File: config.mk
export PLATFORM = sky130hd
export DESIGN_NAME = base64_stream_encoder
export DESIGN_NICKNAME = d
export VERILOG_FILES = /design/src/hdl/b64e_pkg.sv /design/src/hdl/b64e_front.sv /design/src/hdl/b64e_queue.sv /design/src/hdl/b64e_back.sv /design/src/hdl/base64_stream_encoder.sv
export SDC_FILE = /design/constraint.sdc
export NUM_CORES = 1
export LEC_CHECK = 0
export BUFFER_PORTS_ARGS = -buffer_cell sky130_fd_sc_hd__buf_2
export CORE_MARGIN = 4
export CORE_UTILIZATION = 43
export DETAILED_ROUTE_END_ITERATION = 8
export PLACE_DENSITY = 0.7
export SYNTH_ARGS = -nofsm -noshare
export SYNTH_HDL_FRONTEND = slang
export SYNTH_SLANG_ARGS = --single-unit
File: constraint.sdc
create_clock -name clk -period 7.9 [get_ports clk]
set_clock_uncertainty 0.1 [all_clocks]
set_input_delay 0 -clock clk [delete_from_list [all_inputs] [get_ports clk]]
set_output_delay 0 -clock clk [all_outputs]
set_load 0.005 [all_outputs]
File: src/hdl/b64e_pkg.sv
package b64e_pkg;

  // Depth of the record queue between front and back
  localparam int B64E_QDEPTH = 4;

  localparam logic [6:0] PAD_CHAR = 7'h3D;

  // One encoded request: up to two 6-bit symbols, then '=' padding up to count
  typedef struct packed {
    logic [2:0] count;    // characters in this record, 1 to 4
    logic       two_sym;  // sym1 is a real symbol
    logic [5:0] sym0;
    logic [5:0] sym1;
    logic       last;     // final character closes the message
  } b64e_rec_t;

  // Map a 6-bit symbol onto the standard alphabet
  function automatic logic [6:0] b64e_alpha(input logic [5:0] v);
    logic [6:0] w;
    w = {1'b0, v};
    if (v < 6'd26) begin
      return w + 7'd65;
    end else if (v < 6'd52) begin
      return w + 7'd71;
    end else if (v < 6'd62) begin
      return w - 7'd4;
    end else if (v == 6'd62) begin
      return 7'h2B;
    end else begin
      return 7'h2F;
    end
  endfunction

endpackage

File: src/hdl/b64e_front.sv
module b64e_front import b64e_pkg::*; (
  input  logic       clk,
  input  logic       rst_n,
  input  logic       take,
  input  logic [7:0] data_byte,
  input  logic       final_byte,
  output b64e_rec_t  rec
);

  localparam logic [1:0] PH_FIRST  = 2'd0;
  localparam logic [1:0] PH_SECOND = 2'd1;
  localparam logic [1:0] PH_THIRD  = 2'd2;
  localparam logic [1:0] PH_UNUSED = 2'd3;

  logic [1:0] phase_r, phase_nxt;
  logic [3:0] carry_r, carry_nxt;

  always_comb begin
    rec       = '0;
    phase_nxt = PH_FIRST;
    carry_nxt = '0;
    case (phase_r)
      PH_SECOND: begin
        rec.sym0 = {carry_r[1:0], data_byte[7:4]};
        if (final_byte) begin
          rec.sym1    = {data_byte[3:0], 2'b00};
          rec.two_sym = 1'b1;
          rec.count   = 3'd3;
          rec.last    = 1'b1;
        end else begin
          rec.count = 3'd1;
          phase_nxt = PH_THIRD;
          carry_nxt = data_byte[3:0];
        end
      end
      PH_THIRD: begin
        rec.sym0    = {carry_r, data_byte[7:6]};
        rec.sym1    = data_byte[5:0];
        rec.two_sym = 1'b1;
        rec.count   = 3'd2;
        rec.last    = final_byte;
      end
      default: begin
        // first byte of a group; the unused phase code behaves the same
        rec.sym0 = data_byte[7:2];
        if (final_byte) begin
          rec.sym1    = {data_byte[1:0], 4'b0000};
          rec.two_sym = 1'b1;
          rec.count   = 3'd4;
          rec.last    = 1'b1;
        end else begin
          rec.count = 3'd1;
          phase_nxt = PH_SECOND;
          carry_nxt = {2'b00, data_byte[1:0]};
        end
      end
    endcase
  end

  always_ff @(posedge clk) begin
    if (!rst_n) begin
      phase_r <= PH_FIRST;
      carry_r <= '0;
    end else if (take) begin
      phase_r <= phase_nxt;
      carry_r <= carry_nxt;
    end
  end

  a_phase_used: assert property (@(posedge clk) disable iff (!rst_n)
    phase_r != PH_UNUSED) else $error("front reached unused group phase");

  a_carry_clear: assert property (@(posedge clk) disable iff (!rst_n)
    phase_r == PH_FIRST |-> carry_r == 4'd0) else $error("stale carry at group start");

endmodule

File: src/hdl/b64e_queue.sv
module b64e_queue import b64e_pkg::*; #(
  parameter int QDEPTH = B64E_QDEPTH
) (
  input  logic      clk,
  input  logic      rst_n,
  input  logic      wr_en,
  input  b64e_rec_t wr_rec,
  output logic      full,
  input  logic      rd_en,
  output logic      rd_valid,
  output b64e_rec_t rd_rec
);

  localparam int PW = (QDEPTH > 1) ? $clog2(QDEPTH) : 1;
  localparam int CW = $clog2(QDEPTH + 1);

  b64e_rec_t      mem_r [QDEPTH];
  logic [PW-1:0]  wp_r, wp_nxt, rp_r, rp_nxt;
  logic [CW-1:0]  cnt_r, cnt_nxt;
  logic           do_wr, do_rd;

  assign full     = (cnt_r == CW'(QDEPTH));
  assign rd_valid = (cnt_r != '0);
  assign rd_rec   = mem_r[rp_r];
  assign do_wr    = wr_en && !full;
  assign do_rd    = rd_en && rd_valid;

  always_comb begin
    wp_nxt  = wp_r;
    rp_nxt  = rp_r;
    cnt_nxt = cnt_r;
    if (do_wr) begin
      wp_nxt = (wp_r == PW'(QDEPTH - 1)) ? '0 : wp_r + 1'b1;
    end
    if (do_rd) begin
      rp_nxt = (rp_r == PW'(QDEPTH - 1)) ? '0 : rp_r + 1'b1;
    end
    if (do_wr && !do_rd) begin
      cnt_nxt = cnt_r + 1'b1;
    end else if (do_rd && !do_wr) begin
      cnt_nxt = cnt_r - 1'b1;
    end
  end

  always_ff @(posedge clk) begin
    if (!rst_n) begin
      wp_r  <= '0;
      rp_r  <= '0;
      cnt_r <= '0;
    end else begin
      wp_r  <= wp_nxt;
      rp_r  <= rp_nxt;
      cnt_r <= cnt_nxt;
    end
  end

  always_ff @(posedge clk) begin
    if (do_wr) begin
      mem_r[wp_r] <= wr_rec;
    end
  end

  a_cnt_bound: assert property (@(posedge clk) disable iff (!rst_n)
    cnt_r <= CW'(QDEPTH)) else $error("queue count over depth");

  a_cnt_track: assert property (@(posedge clk) disable iff (!rst_n)
    (do_rd && !do_wr) |=> cnt_r == $past(cnt_r) - 1'b1)
    else $error("queue count lost a read");

endmodule

File: src/hdl/b64e_back.sv
module b64e_back import b64e_pkg::*; (
  input  logic       clk,
  input  logic       rst_n,
  input  logic       rec_valid,
  input  b64e_rec_t  rec,
  output logic       rec_take,
  output logic       out_valid,
  input  logic       out_take,
  output logic [6:0] out_char,
  output logic       out_last
);

  b64e_rec_t  cur_r;
  logic       cur_valid_r, cur_valid_nxt;
  logic [1:0] idx_r, idx_nxt;
  logic       oval_r, oval_nxt;
  logic [6:0] ochar_r, ochar_nxt;
  logic       olast_r, olast_nxt;
  logic       out_load, at_end, cur_done;

  assign out_load = !oval_r || out_take;
  assign at_end   = ({1'b0, idx_r} == cur_r.count - 3'd1);
  assign cur_done = out_load && cur_valid_r && at_end;
  assign rec_take = rec_valid && (!cur_valid_r || cur_done);

  always_comb begin
    // pick the character at the current position of the record
    if (idx_r == 2'd0) begin
      ochar_nxt = b64e_alpha(cur_r.sym0);
    end else if (idx_r == 2'd1 && cur_r.two_sym) begin
      ochar_nxt = b64e_alpha(cur_r.sym1);
    end else begin
      ochar_nxt = PAD_CHAR;
    end
    olast_nxt = cur_r.last && at_end;

    oval_nxt = out_load ? cur_valid_r : oval_r;

    cur_valid_nxt = cur_valid_r;
    idx_nxt       = idx_r;
    if (rec_take) begin
      cur_valid_nxt = 1'b1;
      idx_nxt       = '0;
    end else if (cur_done) begin
      cur_valid_nxt = 1'b0;
      idx_nxt       = '0;
    end else if (out_load && cur_valid_r) begin
      idx_nxt = idx_r + 1'b1;
    end
  end

  always_ff @(posedge clk) begin
    if (!rst_n) begin
      cur_valid_r <= 1'b0;
      idx_r       <= '0;
      oval_r      <= 1'b0;
    end else begin
      cur_valid_r <= cur_valid_nxt;
      idx_r       <= idx_nxt;
      oval_r      <= oval_nxt;
    end
  end

  always_ff @(posedge clk) begin
    if (rec_take) begin
      cur_r <= rec;
    end
    if (out_load && cur_valid_r) begin
      ochar_r <= ochar_nxt;
      olast_r <= olast_nxt;
    end
  end

  assign out_valid = oval_r;
  assign out_char  = ochar_r;
  assign out_last  = olast_r;

  a_idx_range: assert property (@(posedge clk) disable iff (!rst_n)
    cur_valid_r |-> ({1'b0, idx_r} < cur_r.count)) else $error("index past record end");

  a_rec_shape: assert property (@(posedge clk) disable iff (!rst_n)
    cur_valid_r |-> (cur_r.count != 3'd0 && cur_r.count <= 3'd4))
    else $error("malformed record held");

endmodule

File: src/hdl/base64_stream_encoder.sv
// Channel  | Ports                                    | Handshake
// ---------+------------------------------------------+-----------------------------
// input    | in_data_byte[7:0], in_final_byte         | push && !full takes a byte
// result   | out_char[6:0], out_last                  | pop && !empty takes a char
//
// A byte is taken in any cycle the record queue has room; the front encodes it at
// once. The back sends one character per cycle while pop is high, and a byte yields 1
// to 4 characters (about 4/3 on average); the output serializer sets the sustained rate.
// Reset (rst_n low, synchronous) empties the queue and the output stage and puts
// the encoder at the start of a group. With pop low the head character holds;
// once the queue fills, full rises until the back drains a request.
module base64_stream_encoder import b64e_pkg::*; #(
  parameter int QDEPTH = B64E_QDEPTH
) (
  input  logic       clk,
  input  logic       rst_n,
  input  logic       push,
  output logic       full,
  input  logic [7:0] in_data_byte,
  input  logic       in_final_byte,
  output logic       empty,
  input  logic       pop,
  output logic [6:0] out_char,
  output logic       out_last
);

  b64e_rec_t front_rec;
  b64e_rec_t q_rec;
  logic      q_full;
  logic      q_valid;
  logic      q_take;
  logic      out_valid;
  logic      take;

  // accept a request only when the queue has a slot for its record
  assign take = push && !q_full;
  assign full = q_full;

  // classify the byte against the group phase and build its record
  b64e_front u_front (
    .clk        (clk),
    .rst_n      (rst_n),
    .take       (take),
    .data_byte  (in_data_byte),
    .final_byte (in_final_byte),
    .rec        (front_rec)
  );

  // decouple the byte side from the character side
  b64e_queue #(
    .QDEPTH (QDEPTH)
  ) u_queue (
    .clk      (clk),
    .rst_n    (rst_n),
    .wr_en    (push),
    .wr_rec   (front_rec),
    .full     (q_full),
    .rd_en    (q_take),
    .rd_valid (q_valid),
    .rd_rec   (q_rec)
  );

  // serialize each record into characters through a registered output
  b64e_back u_back (
    .clk       (clk),
    .rst_n     (rst_n),
    .rec_valid (q_valid),
    .rec       (q_rec),
    .rec_take  (q_take),
    .out_valid (out_valid),
    .out_take  (pop),
    .out_char  (out_char),
    .out_last  (out_last)
  );

  assign empty = !out_valid;

endmodule
== Yosys cells after proc, flatten, opt, wreduce, memory -nomap -nowiden ==
Memories as Yosys holds them, arrays and structs flattened. A register that Yosys moved wholly into a read port is not among the register bits.
Cells that the tools add are included.

* Register bits: 25
* Bits in writable memories: 68
* Output and inout bits: 10
* Logic and storage cells: 90
* Memories kept: 1

{| class="wikitable"
|+ Memory list
! memory !! words !! width !! read ports !! clocked after Yosys merged registers in !! write ports !! RTL line !! text
|-
| u_queue.mem_r || 4 || 17 || 1 || 1 || 1 || b64e_queue.sv:17 || <nowiki>b64e_rec_t mem_r [QDEPTH];</nowiki>
|}

* $add $sub $neg: 12
* $lt $le $gt $ge: 6
* Equality and inequality tests: 9
* Mux-type cells: 30
* Bitwise gates (word level): 1
* Reductions and logical operators: 21

{| class="wikitable"
|+ Operators by type and width
! cell !! count
|-
| $mux W7 || 10
|-
| $pmux W17 S2 || 1
|-
| $add A6 B7 Y7 const B || 4
|-
| $lt A6 B6 Y1 const B || 4
|-
| $mux W3 || 5
|-
| $sub A6 B3 Y7 const B || 2
|-
| $eq A6 B6 Y1 const B || 2
|-
| $lt A6 B5 Y1 const B || 2
|-
| $mux W2 || 5
|-
| $logic_and A1 B1 Y1 || 9
|-
| $pmux W4 S2 || 1
|-
| $add A2 B1 Y2 const B || 3
|-
| $eq A2 B2 Y1 const B || 3
|-
| $mux W1 || 6
|-
| $sub A3 B1 Y3 const B || 2
|-
| $logic_not A1 Y1 || 5
|-
| $eq A2 B1 Y1 const B || 2
|-
| $mux W4 || 1
|-
| $pmux W2 S2 || 1
|-
| $reduce_bool A2 Y1 || 2
|-
| $add A3 B1 Y3 const B || 1
|-
| $eq A2 B3 Y1 || 1
|-
| $eq A3 B3 Y1 const B || 1
|-
| $reduce_bool A3 Y1 || 1
|-
| other kinds (4) || 5
|}

== Longest topological paths before layout ==
* Depth in word-level cells: 10
* Gate-level depth with buffers: 11
* Gate-level depth less buffers: 11

== Hierarchy ==
A second synthesis with hierarchy kept.

* Cells, all modules: 399
* Area, all modules: 5405.2 um^2

{| class="wikitable"
|+ Modules (own cells, without submodules)
! module !! instances !! cells each !! area each (um^2)
|-
| b64e_queue || 1 || 140 || 2974.1
|-
| b64e_back || 1 || 180 || 1841.8
|-
| b64e_front || 1 || 77 || 571.8
|-
| base64_stream_encoder || 1 || 2 || 17.5
|}

== Worst setup path after synthesis ==
OpenSTA, ideal clock, no wires.

* Kind: register to register
* Start point: reg, netlist name u_back.cur_r[14]
* End point: reg u_queue.cnt_r[2]
* Setup time: 0.076 ns
* Arrival: 2.390 ns
* Setup slack: 5.334 ns
* Stages on the path, launching flop included: 12
* Buffers on the path: 0
* Clock period less this slack: 2.566 ns
* Path through: edfxtp_1 inv_1 ha_1 xnor2_1 o41a_1 or2_4 ha_1 inv_1 fa_1 xor2_1 or3_1 a21boi_0

* Longest elaborated chain between the ends: 9
* Elaborated cells on any way between the ends: 11
* Those cells by class: 1 x add/sub; 1 x eq/ne; 1 x mux; 8 x reduce/logical

{| class="wikitable"
|+ Ends and longest elaborated chain
! element !! RTL line !! text
|-
| $sub A3 B1 Y3 * || b64e_back.sv:22 || <nowiki>assign at_end = ({1'b0, idx_r} == cur_r.count - 3'd1);</nowiki>
|-
| $eq A2 B3 Y1 * || b64e_back.sv:22 ||
|-
| $logic_and A1 B1 Y1 * || b64e_back.sv:23 || <nowiki>assign cur_done = out_load && cur_valid_r && at_end;</nowiki>
|-
| $logic_or A1 B1 Y1 * || b64e_back.sv:24 || <nowiki>assign rec_take = rec_valid && (!cur_valid_r || cur_done);</nowiki>
|-
| $logic_and A1 B1 Y1 * || b64e_back.sv:24 ||
|-
| $logic_and A1 B1 Y1 * || b64e_queue.sv:26 || <nowiki>assign do_rd = rd_en && rd_valid;</nowiki>
|-
| $logic_not A1 Y1 || b64e_queue.sv:38 || <nowiki>if (do_wr && !do_rd) begin</nowiki>
|-
| $logic_and A1 B1 Y1 || b64e_queue.sv:38 ||
|-
| $mux W3 or $reduce_bool A2 Y1 (tied branches) || - ||
|-
| end signal: assignment || b64e_queue.sv:53 || <nowiki>cnt_r <= cnt_nxt;</nowiki>
|-
| end: declaration || b64e_queue.sv:19 || <nowiki>logic [CW-1:0] cnt_r, cnt_nxt;</nowiki>
|}

Mark *: on every way between the ends. The rest lies on a longest branch, timed or not.
A chain may end at the register's enable or synchronous reset.

== Worst setup path in the final report ==
* Start point: reg, netlist name u_back.cur_r[14]
* End point: reg u_queue.cnt_r[2]

* Longest elaborated chain between the ends: 9
* Elaborated cells on any way between the ends: 11
* Those cells by class: 1 x add/sub; 1 x eq/ne; 1 x mux; 8 x reduce/logical

{| class="wikitable"
|+ Ends and longest elaborated chain
! element !! RTL line
|-
| $sub A3 B1 Y3 * || b64e_back.sv:22
|-
| $eq A2 B3 Y1 * || b64e_back.sv:22
|-
| $logic_and A1 B1 Y1 * || b64e_back.sv:23
|-
| $logic_or A1 B1 Y1 * || b64e_back.sv:24
|-
| $logic_and A1 B1 Y1 * || b64e_back.sv:24
|-
| $logic_and A1 B1 Y1 * || b64e_queue.sv:26
|-
| $logic_not A1 Y1 || b64e_queue.sv:38
|-
| $logic_and A1 B1 Y1 || b64e_queue.sv:38
|-
| $mux W3 or $reduce_bool A2 Y1 (tied branches) || -
|}

Marked as above.

==> out/qor.yml <==
run:
  maxCapViolCount: 0
yosys:
  synth_warnings: 0
  yosysTopAreaCell: "edfxtp_1"
  ys_types: 44
  syn-num-nets: 415
  postSynthAreaPerCell_um2: 13.52
  synthTopCellsByArea: "edfxtp_1, mux4_2, dfxtp_1"
  synth_area_um2: 5110
  synth_seq_area_share: 0.6131
  ys_ff_latch: 110
  syn_inst: 378
  synth_top_area_share: 0.5465
global_route:
  grt.overflow.total: 0
  grt_antenna_before_repair: 0
  grt_pass1_vias: 2953
  grt_usage: 0.1445
  grt_start_max_net_pins: 22
  grt_pass1_wl_um: 15100
timing:
  period_needed_ns: 2.710
  setup_violations: 0
  max_freq_mhz: 368.9
  fin_tns_setup_ns: 0
  slew_headroom: 0.3850
  max_slew.worst_pin.slew_ns: 0.9212
  rsz0062_at_grt: "no"
  hold_viol: 0
  timing.hold.ws_ns: 0.01519
  period_share: 0.3431
  final_max_slew_viol_count: 0
setup_path:
  crit_end: "u_queue.cnt_r[2]$_SDFFE_PN0P_"
  start_kind: "flip-flop"
  critPathCaptureType: "flip-flop"
  r2r_slack_ns: 5.19
  critPathKind: "flip-flop to flip-flop"
  r2r_cells: 11
  critPathRequiredTime_ns: 8.07
  slowest_delay_ns: 0.44
  rr_endpoint: "u_queue.cnt_r[2]$_SDFFE_PN0P_"
  worstPathArrival_ns: 2.88
  crit_start: "u_back.cur_r[14]$_DFFE_PP_"
  crit_slowest_cell: "o41a_1"
  cp_max_fo: 4
  crit_chain: "inv_1 > ha_1 > xnor2_1 > o41a_1 > or2_4 > ha_1 > inv_1 > fa_1 > xor2_1 > or3_1 > a21boi_0"
  r2r-start: "u_back.cur_r[14]$_DFFE_PP_"
route:
  ant_nets: 0
  drc_errors: 0
  via_per_inst: 5.359
  vias: 2985
  drt_first_pass_iters: 4
  drt-initial-drc-count: 219
  routed_wl_um: 8887
  routedWlPerCell_um: 15.96
layout:
  final_common_cell: "edfxtp_1"
  area_delta_synth_final_pct: 13.30
  final_cell_mix: "edfxtp_1, nand2_1, inv_1"
  drive_above_1_share: 0.1425
  antenna_cells: 0
  fillCellCount: 1003
  nets: 446
  instances_no_fill: 557
  multi_input_comb_area_um2: 1814
  regArea_um2: 3133
floorplan:
  die_h_um: 117.0
  die_w_um: 117.0
  core_area_um2: 11520
  initial_utilization: 0.4437
  die_area_um2: 13690
  rows: 39
  pin_count: 23
cts:
  clk_pin_slew_ns: 0.08
  postCtsSetupBuffers: 0
  clk-insertion-delay-late_ns: 0.34
  numCtsBuffers: 9
  htree_levels: 3
  cts-root-buf: "clkbuf_16"
  clock_sinks: 110
  clock_path_buffers: 2
  cts_tree: "done"
power:
  p_leak_nw: 2.053
  power_mw: 2.062
  max-vdd-ir-drop_mv: 0.1271
  power.density_nw_per_um2: 356.1
worst_hold_path:
  holdCritPathClass: "input port to flip-flop"
  whs_path_depth: 3
placed_design:
  hpwl_um: 6043
  place_congestion: 0.8623
  port_buffers: 22
  place_inst: 529
run_status:
  status: "finished, final reports clean"
[how the worst min path moves through the flow]
stage               slack, ns            start                         endpoint
finish                   0.02    in_final_byte  u_front.phase_r[0]$_SDFFE_PN0P_
CTS                     0.008    in_final_byte  u_front.phase_r[0]$_SDFFE_PN0P_
global route             0.08  in_data_byte[5]   u_queue.mem_r[2][10]$_DFFE_PP_
floorplan                0.05            rst_n     u_queue.rp_r[0]$_SDFFE_PN0P_
global placement         0.21  in_data_byte[2]  u_front.carry_r[2]$_SDFFE_PN0P_
detailed placement       0.21  in_data_byte[2]  u_front.carry_r[2]$_SDFFE_PN0P_
[registers in the layout, indices dropped and copies added, names as in the netlist]
name and flops:
u_back.cur_r 17, u_back.cur_valid_r 1, u_back.idx_r 2, u_back.out_char 7, u_back.out_last 1, u_back.out_valid 1
u_front.carry_r 4, u_front.phase_r 2, u_queue.cnt_r 3, u_queue.mem_r 68, u_queue.rp_r 2, u_queue.wp_r 2
[per-stage QoR]
| step | cell area (um^2) | utilization | worst slack [ns] |
|---|---|---|---|
| 6_report | 5789 | 0.5027 | 5.190 |
| 2_1_floorplan | 5110 | - | 5.334 |
| 3_5_place_dp | 5345 | 0.4641 | 5.181 |
| 3_3_place_gp | 5345 | 0.4641 | 5.268 |
| 4_1_cts | 5789 | 0.5027 | 5.161 |
| 5_1_grt | 5789 | 0.5027 | 4.919 |
[final cells by class]
cell class                      instances  share of cell area
Timing Repair Buffer                   35             0.04106
Clock buffer                            9             0.03890
Multi-Input combinational cell        226              0.3134
Sequential cell                       110              0.5412
Clock inverter                          7             0.01707
Tap cell                              143             0.03091
Inverter                               27             0.01751
[synthesized netlist by cell type, drive strengths merged]
cell	count
ha	23
o311ai	2
nand4	4
mux4	17
a221oi	1
o31a	4
o31ai	2
buf	4
a31oi	1
a32oi	4
o22ai	2
edfxtp	93
nand2b	1
fa	1
a2bb2oi	2
nand3	10
or3	5
and3b	2
nor2b	5
a22oi	10
and3	1
nor2	11
o21ai	18
dfxtp	17
a2111oi	1
nand2	31
o21a	2
o41a	2
a21oi	17
nor3b	2
and2	9
or2	2
o2bb2ai	2
a21o	2
xnor2	7
clkbuf	11
a21boi	9
nor3	6
xor2	4
inv	27
mux2i	4
[report_power, final]
group | internal, mW | switching (mW) | total, mW
combinational | 0.314 | 0.379 | 0.693
sequential | 0.801 | 0.0973 | 0.899
clock | 0.256 | 0.215 | 0.470
[repair_timing]
item / 4_1_cts / 5_1_grt
hold buffers: 12 / 0
resized for setup: 0 / 0
endpoints found under the hold margin: 25 / 0
[layer usage]
layer	track usage	wire, um	up-vias	share of wire
li1	-	-	1483	-
met4	0.04740	160	0	0.018
met1	0.1836	3850	1436	0.43
met5	0	0	-	0
met3	0.03393	360	13	0.041
met2	0.2454	4517	53	0.51
[worst max-delay path, delay by kind of cell, from the launching register on]
kind            cells  cell delay, ns
fa+ha+maj           3            0.63
compound gates      2            0.60
simple gates        2            0.56
flops               1            0.40
xor+xnor            2            0.21
buf+inv             2            0.15
[kinds of logic after synthesis]
group | Yosys count | synth area share
compound gates | 81 | 0.1068
xor+xnor | 11 | 0.01885
fa+ha+maj | 24 | 0.06024
buf+inv | 42 | 0.03183
flops | 110 | 0.6131
mux | 21 | 0.08276
simple gates | 89 | 0.08644
(Power assumes the default switching activity.)
